### config.mk
export PLATFORM = sky130hd
export DESIGN_NAME = playfair_cipher_encryptor
export DESIGN_NICKNAME = d
export VERILOG_FILES = /design/src/design/pfe_pkg.sv /design/src/design/pfe_ram.sv /design/src/design/pfe_ctrl.sv /design/src/design/playfair_cipher_encryptor.sv
export SDC_FILE = /design/constraint.sdc
export NUM_CORES = 1
export LEC_CHECK = 0
export BUFFER_PORTS_ARGS = -buffer_cell sky130_fd_sc_hd__buf_4
export CAP_MARGIN = 20
export CORE_MARGIN = 2
export CORE_UTILIZATION = 67
export DETAILED_ROUTE_END_ITERATION = 10
export GPL_TIMING_DRIVEN = 0
export PLACE_DENSITY_LB_ADDON = 0.15
export SKIP_LAST_GASP = 1
export SYNTH_ARGS = -nofsm -noshare
export SYNTH_HDL_FRONTEND = slang
export SYNTH_SLANG_ARGS = --single-unit
### constraint.sdc
create_clock -name clock -period 9 [get_ports clock]
set_input_delay 0.9 -clock clock [delete_from_list [all_inputs] [get_ports clock]]
set_output_delay 0.9 -clock clock [all_outputs]
set_load 0.005 [all_outputs]
### src/design/pfe_pkg.sv
// Package for the Playfair encryptor: word types, sequencer/memory structs,
// letter codes, the letter mapping functions and the grid cell functions. No dependencies.
`default_nettype none

package pfe_pkg;

   localparam int CELLS = 25;
   localparam int SIDE  = 5;

   localparam logic [4:0] LAST_CELL     = 5'(CELLS - 1);
   localparam logic [4:0] FILLER_INDEX  = 5'd22;   // X
   localparam logic [2:0] LAST_ROW_COL  = 3'(SIDE - 1);

   localparam logic [7:0] ASCII_A       = 8'h41;
   localparam logic [7:0] ASCII_J       = 8'h4A;
   localparam logic [7:0] ASCII_Z       = 8'h5A;
   localparam logic [7:0] ASCII_LOWER_A = 8'h61;
   localparam logic [7:0] ASCII_LOWER_Z = 8'h7A;
   localparam logic [7:0] CASE_OFFSET   = 8'h20;
   localparam logic [7:0] J_OFFSET      = ASCII_J - ASCII_A;

   localparam logic [1:0] MODE_KEY = 2'd0;
   localparam logic [1:0] MODE_MSG = 2'd1;
   localparam logic [1:0] MODE_END = 2'd2;

   typedef struct packed {
      logic [1:0] mode;
      logic [7:0] in_byte;
   } req_word_type;

   typedef struct packed {
      logic [6:0] cipher_letter;
      logic       last;
   } rsp_word_type;

   typedef struct packed {
      logic         valid;
      rsp_word_type word;
   } emit_type;

   // grid RAM: write slot <- letter; position RAM: write letter <- slot
   typedef struct packed {
      logic       we;
      logic [4:0] slot;
      logic [4:0] letter;
      logic [4:0] grid_raddr;
      logic [4:0] pos_raddr;
   } mem_req_type;

   typedef struct packed {
      logic       ok;
      logic [4:0] idx;
   } letter_type;

   function automatic letter_type letter_index(input logic [7:0] b);
      logic [7:0] c;
      logic [7:0] t;
      letter_type r;
      c = b;
      if (c >= ASCII_LOWER_A && c <= ASCII_LOWER_Z) c = c - CASE_OFFSET;
      t = c - ASCII_A;
      if (t >= J_OFFSET) t = t - 8'd1;
      r.ok  = (c >= ASCII_A) && (c <= ASCII_Z);
      r.idx = t[4:0];
      return r;
   endfunction

   function automatic logic [6:0] letter_ascii(input logic [4:0] idx);
      logic [6:0] c;
      c = ASCII_A[6:0] + {2'b00, idx};
      if (idx >= J_OFFSET[4:0]) c = c + 7'd1;
      return c;
   endfunction

   function automatic logic [2:0] cell_row(input logic [4:0] pos);
      logic [2:0] r;
      if (pos >= 5'd20)      r = 3'd4;
      else if (pos >= 5'd15) r = 3'd3;
      else if (pos >= 5'd10) r = 3'd2;
      else if (pos >= 5'd5)  r = 3'd1;
      else                   r = 3'd0;
      return r;
   endfunction

   function automatic logic [4:0] cell_of(input logic [2:0] row, input logic [2:0] col);
      logic [4:0] r5;
      r5 = {2'b00, row};
      return (r5 << 2) + r5 + {2'b00, col};
   endfunction

   function automatic logic [2:0] cell_col(input logic [4:0] pos);
      logic [4:0] c;
      c = pos - cell_of(cell_row(pos), 3'd0);
      return c[2:0];
   endfunction

   function automatic logic [2:0] wrap_inc(input logic [2:0] v);
      return (v == LAST_ROW_COL) ? 3'd0 : v + 3'd1;
   endfunction

endpackage

`default_nettype wire

### src/design/pfe_ram.sv
// Generic single-write, single-read synchronous RAM with registered read.
// No dependencies.
`default_nettype none

module pfe_ram #(
   parameter int WIDTH = 5,
   parameter int DEPTH = 25
) (
   input  wire logic                     clock,
   input  wire logic                     we,
   input  wire logic [$clog2(DEPTH)-1:0] waddr,
   input  wire logic [WIDTH-1:0]         wdata,
   input  wire logic [$clog2(DEPTH)-1:0] raddr,
   output logic      [WIDTH-1:0]         rdata
);

   logic [WIDTH-1:0] mem_ff [DEPTH];
   logic [WIDTH-1:0] rdata_ff;

   always_ff @(posedge clock) begin
      if (we) mem_ff[waddr] <= wdata;
      rdata_ff <= mem_ff[raddr];
   end

   assign rdata = rdata_ff;

endmodule

`default_nettype wire

### src/design/pfe_ctrl.sv
// Playfair sequencer: key placement, grid completion sweep, pairing and
// pair encryption through the grid and position RAMs. Uses pfe_pkg.
`default_nettype none

module pfe_ctrl
   import pfe_pkg::*;
(
   input  wire logic         clock,
   input  wire logic         reset,
   input  wire logic         req_valid,
   input  wire req_word_type req_data,
   output logic              req_stall,
   input  wire logic [4:0]   pos_rdata,
   input  wire logic [4:0]   grid_rdata,
   input  wire logic         emit_ok,
   output mem_req_type       mem,
   output emit_type          emit
);

   typedef enum logic [3:0] {
      ST_IDLE, ST_FILL, ST_PROC, ST_RDA, ST_RDB, ST_CELL, ST_GA, ST_GB, ST_EMIT0, ST_EMIT1
   } state_type;

   typedef enum logic [1:0] {PHASE_KEY, PHASE_MSG, PHASE_ENDED} phase_type;

   state_type  state_ff, state_in;
   phase_type  phase_ff, phase_in;
   logic [24:0] used_ff, used_in;
   logic [4:0] fill_ff, fill_in;
   logic [4:0] sweep_ff, sweep_in;
   logic [1:0] mode_ff, mode_in;
   letter_type lit_ff, lit_in;
   logic [4:0] pend_ff, pend_in;
   logic       pend_valid_ff, pend_valid_in;
   logic [4:0] a_ff, a_in, b_ff, b_in;
   logic [4:0] pa_ff, pa_in;
   logic [4:0] ob_ff, ob_in;
   logic [4:0] la_ff, la_in, lb_ff, lb_in;

   letter_type  lit;
   logic        place_en;
   logic [4:0]  place_idx;
   logic [24:0] used_base;
   logic [4:0]  fill_base;
   logic [2:0]  ra, ca, rb, cb;
   logic [4:0]  oa, ob;

   always_comb begin
      ra = cell_row(pa_ff);
      ca = cell_col(pa_ff);
      rb = cell_row(pos_rdata);
      cb = cell_col(pos_rdata);
      if (ra == rb) begin
         oa = cell_of(ra, wrap_inc(ca));
         ob = cell_of(rb, wrap_inc(cb));
      end else if (ca == cb) begin
         oa = cell_of(wrap_inc(ra), ca);
         ob = cell_of(wrap_inc(rb), cb);
      end else begin
         oa = cell_of(ra, cb);
         ob = cell_of(rb, ca);
      end
   end

   always_comb begin
      state_in      = state_ff;
      phase_in      = phase_ff;
      sweep_in      = sweep_ff;
      mode_in       = mode_ff;
      lit_in        = lit_ff;
      pend_in       = pend_ff;
      pend_valid_in = pend_valid_ff;
      a_in          = a_ff;
      b_in          = b_ff;
      pa_in         = pa_ff;
      ob_in         = ob_ff;
      la_in         = la_ff;
      lb_in         = lb_ff;
      mem           = '0;
      emit          = '0;
      req_stall     = (state_ff != ST_IDLE);
      lit           = letter_index(req_data.in_byte);
      place_en      = 1'b0;
      place_idx     = sweep_ff;
      used_base     = used_ff;
      fill_base     = fill_ff;

      unique case (state_ff)
         ST_IDLE: begin
            if (req_valid) begin
               mode_in = req_data.mode;
               lit_in  = lit;
               unique case (req_data.mode)
                  MODE_KEY: begin
                     if (phase_ff != PHASE_KEY) begin
                        phase_in      = PHASE_KEY;
                        pend_valid_in = 1'b0;
                        used_base     = '0;
                        fill_base     = '0;
                     end
                     place_en  = lit.ok;
                     place_idx = lit.idx;
                  end
                  MODE_MSG, MODE_END: begin
                     sweep_in = '0;
                     state_in = (phase_ff == PHASE_KEY) ? ST_FILL : ST_PROC;
                  end
                  default: ;
               endcase
            end
         end
         ST_FILL: begin
            place_en = 1'b1;
            sweep_in = sweep_ff + 5'd1;
            if (sweep_ff == LAST_CELL) state_in = ST_PROC;
         end
         ST_PROC: begin
            state_in = ST_IDLE;
            if (mode_ff == MODE_MSG) begin
               phase_in = PHASE_MSG;
               if (lit_ff.ok) begin
                  if (!pend_valid_ff) begin
                     pend_in       = lit_ff.idx;
                     pend_valid_in = 1'b1;
                  end else begin
                     a_in     = pend_ff;
                     state_in = ST_RDA;
                     if (lit_ff.idx == pend_ff) begin
                        b_in = FILLER_INDEX;
                     end else begin
                        b_in          = lit_ff.idx;
                        pend_valid_in = 1'b0;
                     end
                  end
               end
            end else begin
               phase_in = PHASE_ENDED;
               if (pend_valid_ff) begin
                  pend_valid_in = 1'b0;
                  a_in          = pend_ff;
                  b_in          = FILLER_INDEX;
                  state_in      = ST_RDA;
               end
            end
         end
         ST_RDA: begin
            mem.pos_raddr = a_ff;
            state_in      = ST_RDB;
         end
         ST_RDB: begin
            mem.pos_raddr = b_ff;
            pa_in         = pos_rdata;
            state_in      = ST_CELL;
         end
         ST_CELL: begin
            mem.grid_raddr = oa;
            ob_in          = ob;
            state_in       = ST_GA;
         end
         ST_GA: begin
            mem.grid_raddr = ob_ff;
            la_in          = grid_rdata;
            state_in       = ST_GB;
         end
         ST_GB: begin
            lb_in    = grid_rdata;
            state_in = ST_EMIT0;
         end
         ST_EMIT0: begin
            emit.valid              = emit_ok;
            emit.word.cipher_letter = letter_ascii(la_ff);
            emit.word.last          = 1'b0;
            if (emit_ok) state_in = ST_EMIT1;
         end
         ST_EMIT1: begin
            emit.valid              = emit_ok;
            emit.word.cipher_letter = letter_ascii(lb_ff);
            emit.word.last          = 1'b1;
            if (emit_ok) state_in = ST_IDLE;
         end
         default: state_in = ST_IDLE;
      endcase

      used_in = used_base;
      fill_in = fill_base;
      if (place_en && !used_base[place_idx] && (fill_base < 5'(CELLS))) begin
         mem.we              = 1'b1;
         mem.slot            = fill_base;
         mem.letter          = place_idx;
         used_in[place_idx]  = 1'b1;
         fill_in             = fill_base + 5'd1;
      end
   end

   always_ff @(posedge clock) begin
      if (reset) begin
         state_ff      <= ST_IDLE;
         phase_ff      <= PHASE_KEY;
         used_ff       <= '0;
         fill_ff       <= '0;
         pend_valid_ff <= 1'b0;
         pend_ff       <= '0;
      end else begin
         state_ff      <= state_in;
         phase_ff      <= phase_in;
         used_ff       <= used_in;
         fill_ff       <= fill_in;
         pend_valid_ff <= pend_valid_in;
         pend_ff       <= pend_in;
      end
      sweep_ff <= sweep_in;
      mode_ff  <= mode_in;
      lit_ff   <= lit_in;
      a_ff     <= a_in;
      b_ff     <= b_in;
      pa_ff    <= pa_in;
      ob_ff    <= ob_in;
      la_ff    <= la_in;
      lb_ff    <= lb_in;
   end

endmodule

`default_nettype wire

### src/design/playfair_cipher_encryptor.sv
// Playfair encryptor top level: sequencer, grid and position RAMs, output
// register. Uses pfe_pkg, pfe_ram, pfe_ctrl.
//
// Usage:
//   req_* carries one byte word per accept: mode (key, message, end) and
//   in_byte. rsp_* carries cipher letters; last marks the second of a pair.
//   Both sides use valid/stall; a word moves when valid is high, stall low.
// Sequence:
//   A key byte is placed in the grid as it is accepted. The first message
//   or end word while the key phase is open starts a completion sweep over
//   the alphabet, one letter a cycle into the grid RAM. A message byte that
//   closes a pair goes through two position RAM reads and two grid RAM reads
//   (one read port each) in the states PROC, RDA, RDB, CELL, GA and GB, and
//   then emits its two letters in EMIT0 and EMIT1, each waiting for room in
//   the output register. Other message bytes pass through PROC only.
// Reset clears the grid bookkeeping, phase and pending letter; the output
// register empties. While rsp_stall is high and the output register is full,
// the word holds and a sequencer with a letter to emit waits, holding req_stall high.
`default_nettype none

module playfair_cipher_encryptor
   import pfe_pkg::*;
(
   input  wire logic         clock,
   input  wire logic         reset,
   input  wire logic         req_valid,
   output logic              req_stall,
   input  wire req_word_type req_data,
   output logic              rsp_valid,
   input  wire logic         rsp_stall,
   output rsp_word_type      rsp_data
);

   mem_req_type  mem;
   emit_type     emit;
   logic [4:0]   pos_rdata;
   logic [4:0]   grid_rdata;
   logic         emit_ok;
   logic         rsp_valid_ff, rsp_valid_in;
   rsp_word_type rsp_data_ff, rsp_data_in;

   assign emit_ok = !rsp_valid_ff || !rsp_stall;

   pfe_ctrl u_ctrl (
      .clock      (clock),
      .reset      (reset),
      .req_valid  (req_valid),
      .req_data   (req_data),
      .req_stall  (req_stall),
      .pos_rdata  (pos_rdata),
      .grid_rdata (grid_rdata),
      .emit_ok    (emit_ok),
      .mem        (mem),
      .emit       (emit)
   );

   pfe_ram #(.WIDTH(5), .DEPTH(CELLS)) u_grid_ram (
      .clock (clock),
      .we    (mem.we),
      .waddr (mem.slot),
      .wdata (mem.letter),
      .raddr (mem.grid_raddr),
      .rdata (grid_rdata)
   );

   pfe_ram #(.WIDTH(5), .DEPTH(CELLS)) u_pos_ram (
      .clock (clock),
      .we    (mem.we),
      .waddr (mem.letter),
      .wdata (mem.slot),
      .raddr (mem.pos_raddr),
      .rdata (pos_rdata)
   );

   always_comb begin
      rsp_valid_in = rsp_valid_ff;
      rsp_data_in  = rsp_data_ff;
      if (emit.valid) begin
         rsp_valid_in = 1'b1;
         rsp_data_in  = emit.word;
      end else if (!rsp_stall) begin
         rsp_valid_in = 1'b0;
      end
   end

   always_ff @(posedge clock) begin
      if (reset) rsp_valid_ff <= 1'b0;
      else       rsp_valid_ff <= rsp_valid_in;
      rsp_data_ff <= rsp_data_in;
   end

   assign rsp_valid = rsp_valid_ff;
   assign rsp_data  = rsp_data_ff;

endmodule

`default_nettype wire

==> flow_summary.json <==
{
  "io_pins": 24,
  "root_buffer": "clkbuf_16",
  "synth.distinct_cells": 87,
  "cp_data_arrival_time_ns": 7.92,
  "maxSlewViolCount": 0,
  "grt_pass1_vias": 12300,
  "post-route-drc-count": 0,
  "ys_seq_area_frac": 0.569,
  "fin_skew_ns": 0.0131,
  "netlist_instances": 1446,
  "cp_slowest_stage_delay_ns": 0.80,
  "yosys-top-cells-area": "edfxtp_1, dfxtp_1, mux2i_1",
  "coreArea_mm2": 0.0261,
  "synth-seq-cells": 354,
  "min_from": "u_grid_ram.rdata[3]",
  "synth_top_area_share": 0.510,
  "num_rows": 59,
  "grt_max_degree": 32,
  "rrSetupSlack_ns": 1.47,
  "synth_edf_count": 301,
  "worst_pin_slew_ns": 1.08,
  "dr.pass1.iters": 6,
  "drive_above_1_share": 0.117,
  "wl_mm": 43.3,
  "min_path_type": "register to register",
  "cts_hold_buf": 0,
  "synth_top_cell_by_area": "edfxtp_1",
  "die_h_um": 167,
  "globalplace.congestion": 0.976,
  "path_delay_family": "compound AO/OA/AOI/OAI gates",
  "reg2regPathDepth": 21,
  "final_util": 0.757,
  "grt-ovfl-total": 0,
  "clock_sinks": 354,
  "critPathSlowestCell": "a221oi_1",
  "post_cts_buffers": 0,
  "grt.total_usage": 0.312,
  "portBuffers": 20,
  "hold_violations": 0,
  "cts-resized-gates": 0,
  "viasPerCell": 6.76,
  "cp_max_fo": 10,
  "wire_per_inst_um": 23.0,
  "p_leak_nw": 7.02,
  "synthArstFlopShare": 0,
  "end_kind": "register",
  "drv_cap": 0,
  "area_growth_pct": 11.2,
  "irDropWorstVdd_uv": 222,
  "p_int_mw": 3.32,
  "startpoint_type": "register",
  "diodes": 0,
  "fillers": 1625,
  "yosysMostFrequentCell": "edfxtp_1",
  "cts_buffers": 36,
  "status": "finished, final reports clean",
  "setup_viol": 0,
  "syn-cell-area_mm2": 0.0177,
  "tns_ns": 0,
  "fmax_mhz": 133,
  "path_buf_inv": 3,
  "grt_pass1_wl_mm": 68.1,
  "clk_latency_ns": 0.53,
  "nNetsFinal": 1598,
  "clockBufferDepth": 3,
  "clkPwrFrac": 0.320,
  "cp_cell_sequence": "nor2b_1 > o21ai_0 > a221oi_1 > nor2_1 > ha_1 > inv_1 > fa_1 > nor2_1 > a211o_1 > a211oi_1 > fa_1 > inv_1 > fa_1 > or3_1 > and3_1 > o21ai_1 > clkbuf_1 > a2111oi_0 > nor4_1 > o21ai_0 > a211oi_1",
  "path_class": "register to register",
  "antenna_found_initial": 0,
  "die_w_um": 167,
  "p_total_mw": 4.85,
  "ant_nets": 0,
  "pwr_density_cell_mw_per_mm2": 246,
  "cts.reportedPaths.clkPinSlew_ns": 0.07,
  "syn_area_per_cell_um2": 12.3,
  "pwr-share-seq": 0.420,
  "swShare": 0.316,
  "vias": 12800,
  "p_comb_frac": 0.259,
  "cp.required_ns": 9.39,
  "worstHoldEndpoint": "u_ctrl.la_ff[3]",
  "ys.flop_type": "edfxtp_1",
  "htree_levels": 2,
  "cp_common_cell": "fa_1",
  "r2r-start": "u_ctrl.pa_ff[1]",
  "r2r-end": "u_grid_ram.rdata[3]",
  "period_share": 0.837,
  "min_path_cells": 0,
  "die-area_mm2": 0.0278,
  "cts_tree": "yes",
  "synth_nets": 1520,
  "hpwl_mm": 30.4,
  "final_cells": 1887,
  "synthTopCellsByCount": "edfxtp_1, nand2_1, mux2i_1",
  "start_util": 0.681,
  "synth_warnings": 0,
  "p_sw_mw": 1.53,
  "rsz0062_at_grt": "no",
  "dp_cells": 1815,
  "period_minus_slack_ns": 7.53,
  "first_iter_violations": 1759,
  "slew_headroom": 0.275
}
==> cells by family after synthesis <==
logic type / synth area share
compound gates: 0.125
fa+ha+maj: 0.0466
buf+inv: 0.0319
flops: 0.569
simple gates: 0.119
mux: 0.0852
xor+xnor: 0.0233
==> per-stage QoR <==
step | hold slack [ns] | setup slack (ns) | instance area, µm²
after detailed placement | 0.418 | 1.63 | 18400
after CTS | 0.428 | 1.64 | 19700
after global placement | 0.412 | 1.01 | 18300
final | 0.432 | 1.47 | 19700
after global routing | 0.440 | 1.09 | 19700
after floorplan | 0.404 | 3.09 | 17700
==> placed cells by master (no fill, tap or decap), types with 8 or more instances in the layout <==
cell       count
nor2b_1        8
mux4_2        21
and2_1        15
o22ai_1       18
a31oi_1       13
mux2i_1       88
o21a_1         9
mux2_2        14
buf_6          9
nand3_1       28
nor3_1        54
buf_2         20
inv_1         57
a32oi_1       11
clkbuf_1      51
a22oi_1        9
nand2_1      120
xor2_1        19
o21ai_0       51
buf_4         25
nand2b_1      20
fa_1          10
dfxtp_1       53
and3_1        13
nor2_1        84
a211oi_1      21
a2111oi_0      8
nor4_1        20
ha_1          50
o211ai_1      11
nand4_1       15
edfxtp_1     301
nand3b_1       9
xnor2_1       23
a221oi_1       9
o211a_1       11
clkbuf_16     36
a21oi_1       52
o21ai_1        9
==> registers in the layout, indices dropped and copies added, names as in the netlist <==
name and count:
rsp_data 8, rsp_valid 1, u_ctrl.a_ff 5, u_ctrl.b_ff 5
u_ctrl.fill_ff 5, u_ctrl.la_ff 5, u_ctrl.lb_ff 5, u_ctrl.lit_ff 6
u_ctrl.mode_ff 2, u_ctrl.ob_ff 5, u_ctrl.pa_ff 5, u_ctrl.pend_ff 5
u_ctrl.pend_valid_ff 1, u_ctrl.phase_ff 2, u_ctrl.state_ff 4, u_ctrl.sweep_ff 5
u_ctrl.used_ff 25, u_grid_ram.mem_ff 125, u_grid_ram.rdata 5, u_pos_ram.mem_ff 125
u_pos_ram.rdata 5
==> how the worst max path moves through the flow <==
stage | startpoint | to | slack, ns | cells past startpoint
CTS | u_ctrl.pa_ff[1] | u_grid_ram.rdata[3] | 1.64 | 21
detailed placement | u_ctrl.pa_ff[1] | u_grid_ram.rdata[3] | 1.63 | 21
floorplan | req_data[0] | u_grid_ram.mem_ff[18][0] | 3.09 | 19
finish | u_ctrl.pa_ff[1] | u_grid_ram.rdata[3] | 1.47 | 21
global placement | req_data[0] | u_pos_ram.mem_ff[9][2] | 1.01 | 17
global route | u_ctrl.pa_ff[1] | u_grid_ram.rdata[3] | 1.09 | 21
==> area by class of cell <==
| cell class | count | area [µm²] | share of cell area |
|---|---|---|---|
| buffer | 72 | 348 | 0.0176 |
| clock buffer | 43 | 927 | 0.0470 |
| clock inverter | 23 | 303 | 0.0154 |
| inverter | 58 | 218 | 0.0110 |
| multi-input combinational | 962 | 7090 | 0.360 |
| sequential | 354 | 10100 | 0.512 |
| tap | 335 | 419 | 0.0213 |
| timing repair buffer | 40 | 315 | 0.0160 |
==> power by group through the flow <==
stage                     Sequential, mW  Combinational [mW]  Clock [mW]
after floorplan                     2.05               0.833           0
after global placement              2.07                1.15           0
after detailed placement            2.07                1.20           0
after CTS                           2.04                1.22        1.56
after global routing                2.05                1.37        1.62
final                               2.04                1.26        1.55
==> per-layer routing <==
layer  vias up  GRT usage  wire length [µm]
met5         -          0                 0
met3       110     0.0511              4340
met1      6127      0.442             17400
met2       800      0.502             20300
met4         0     0.0975              1240
li1       5728          -                 -
Note: power is estimated with default switching activity, not from simulation.
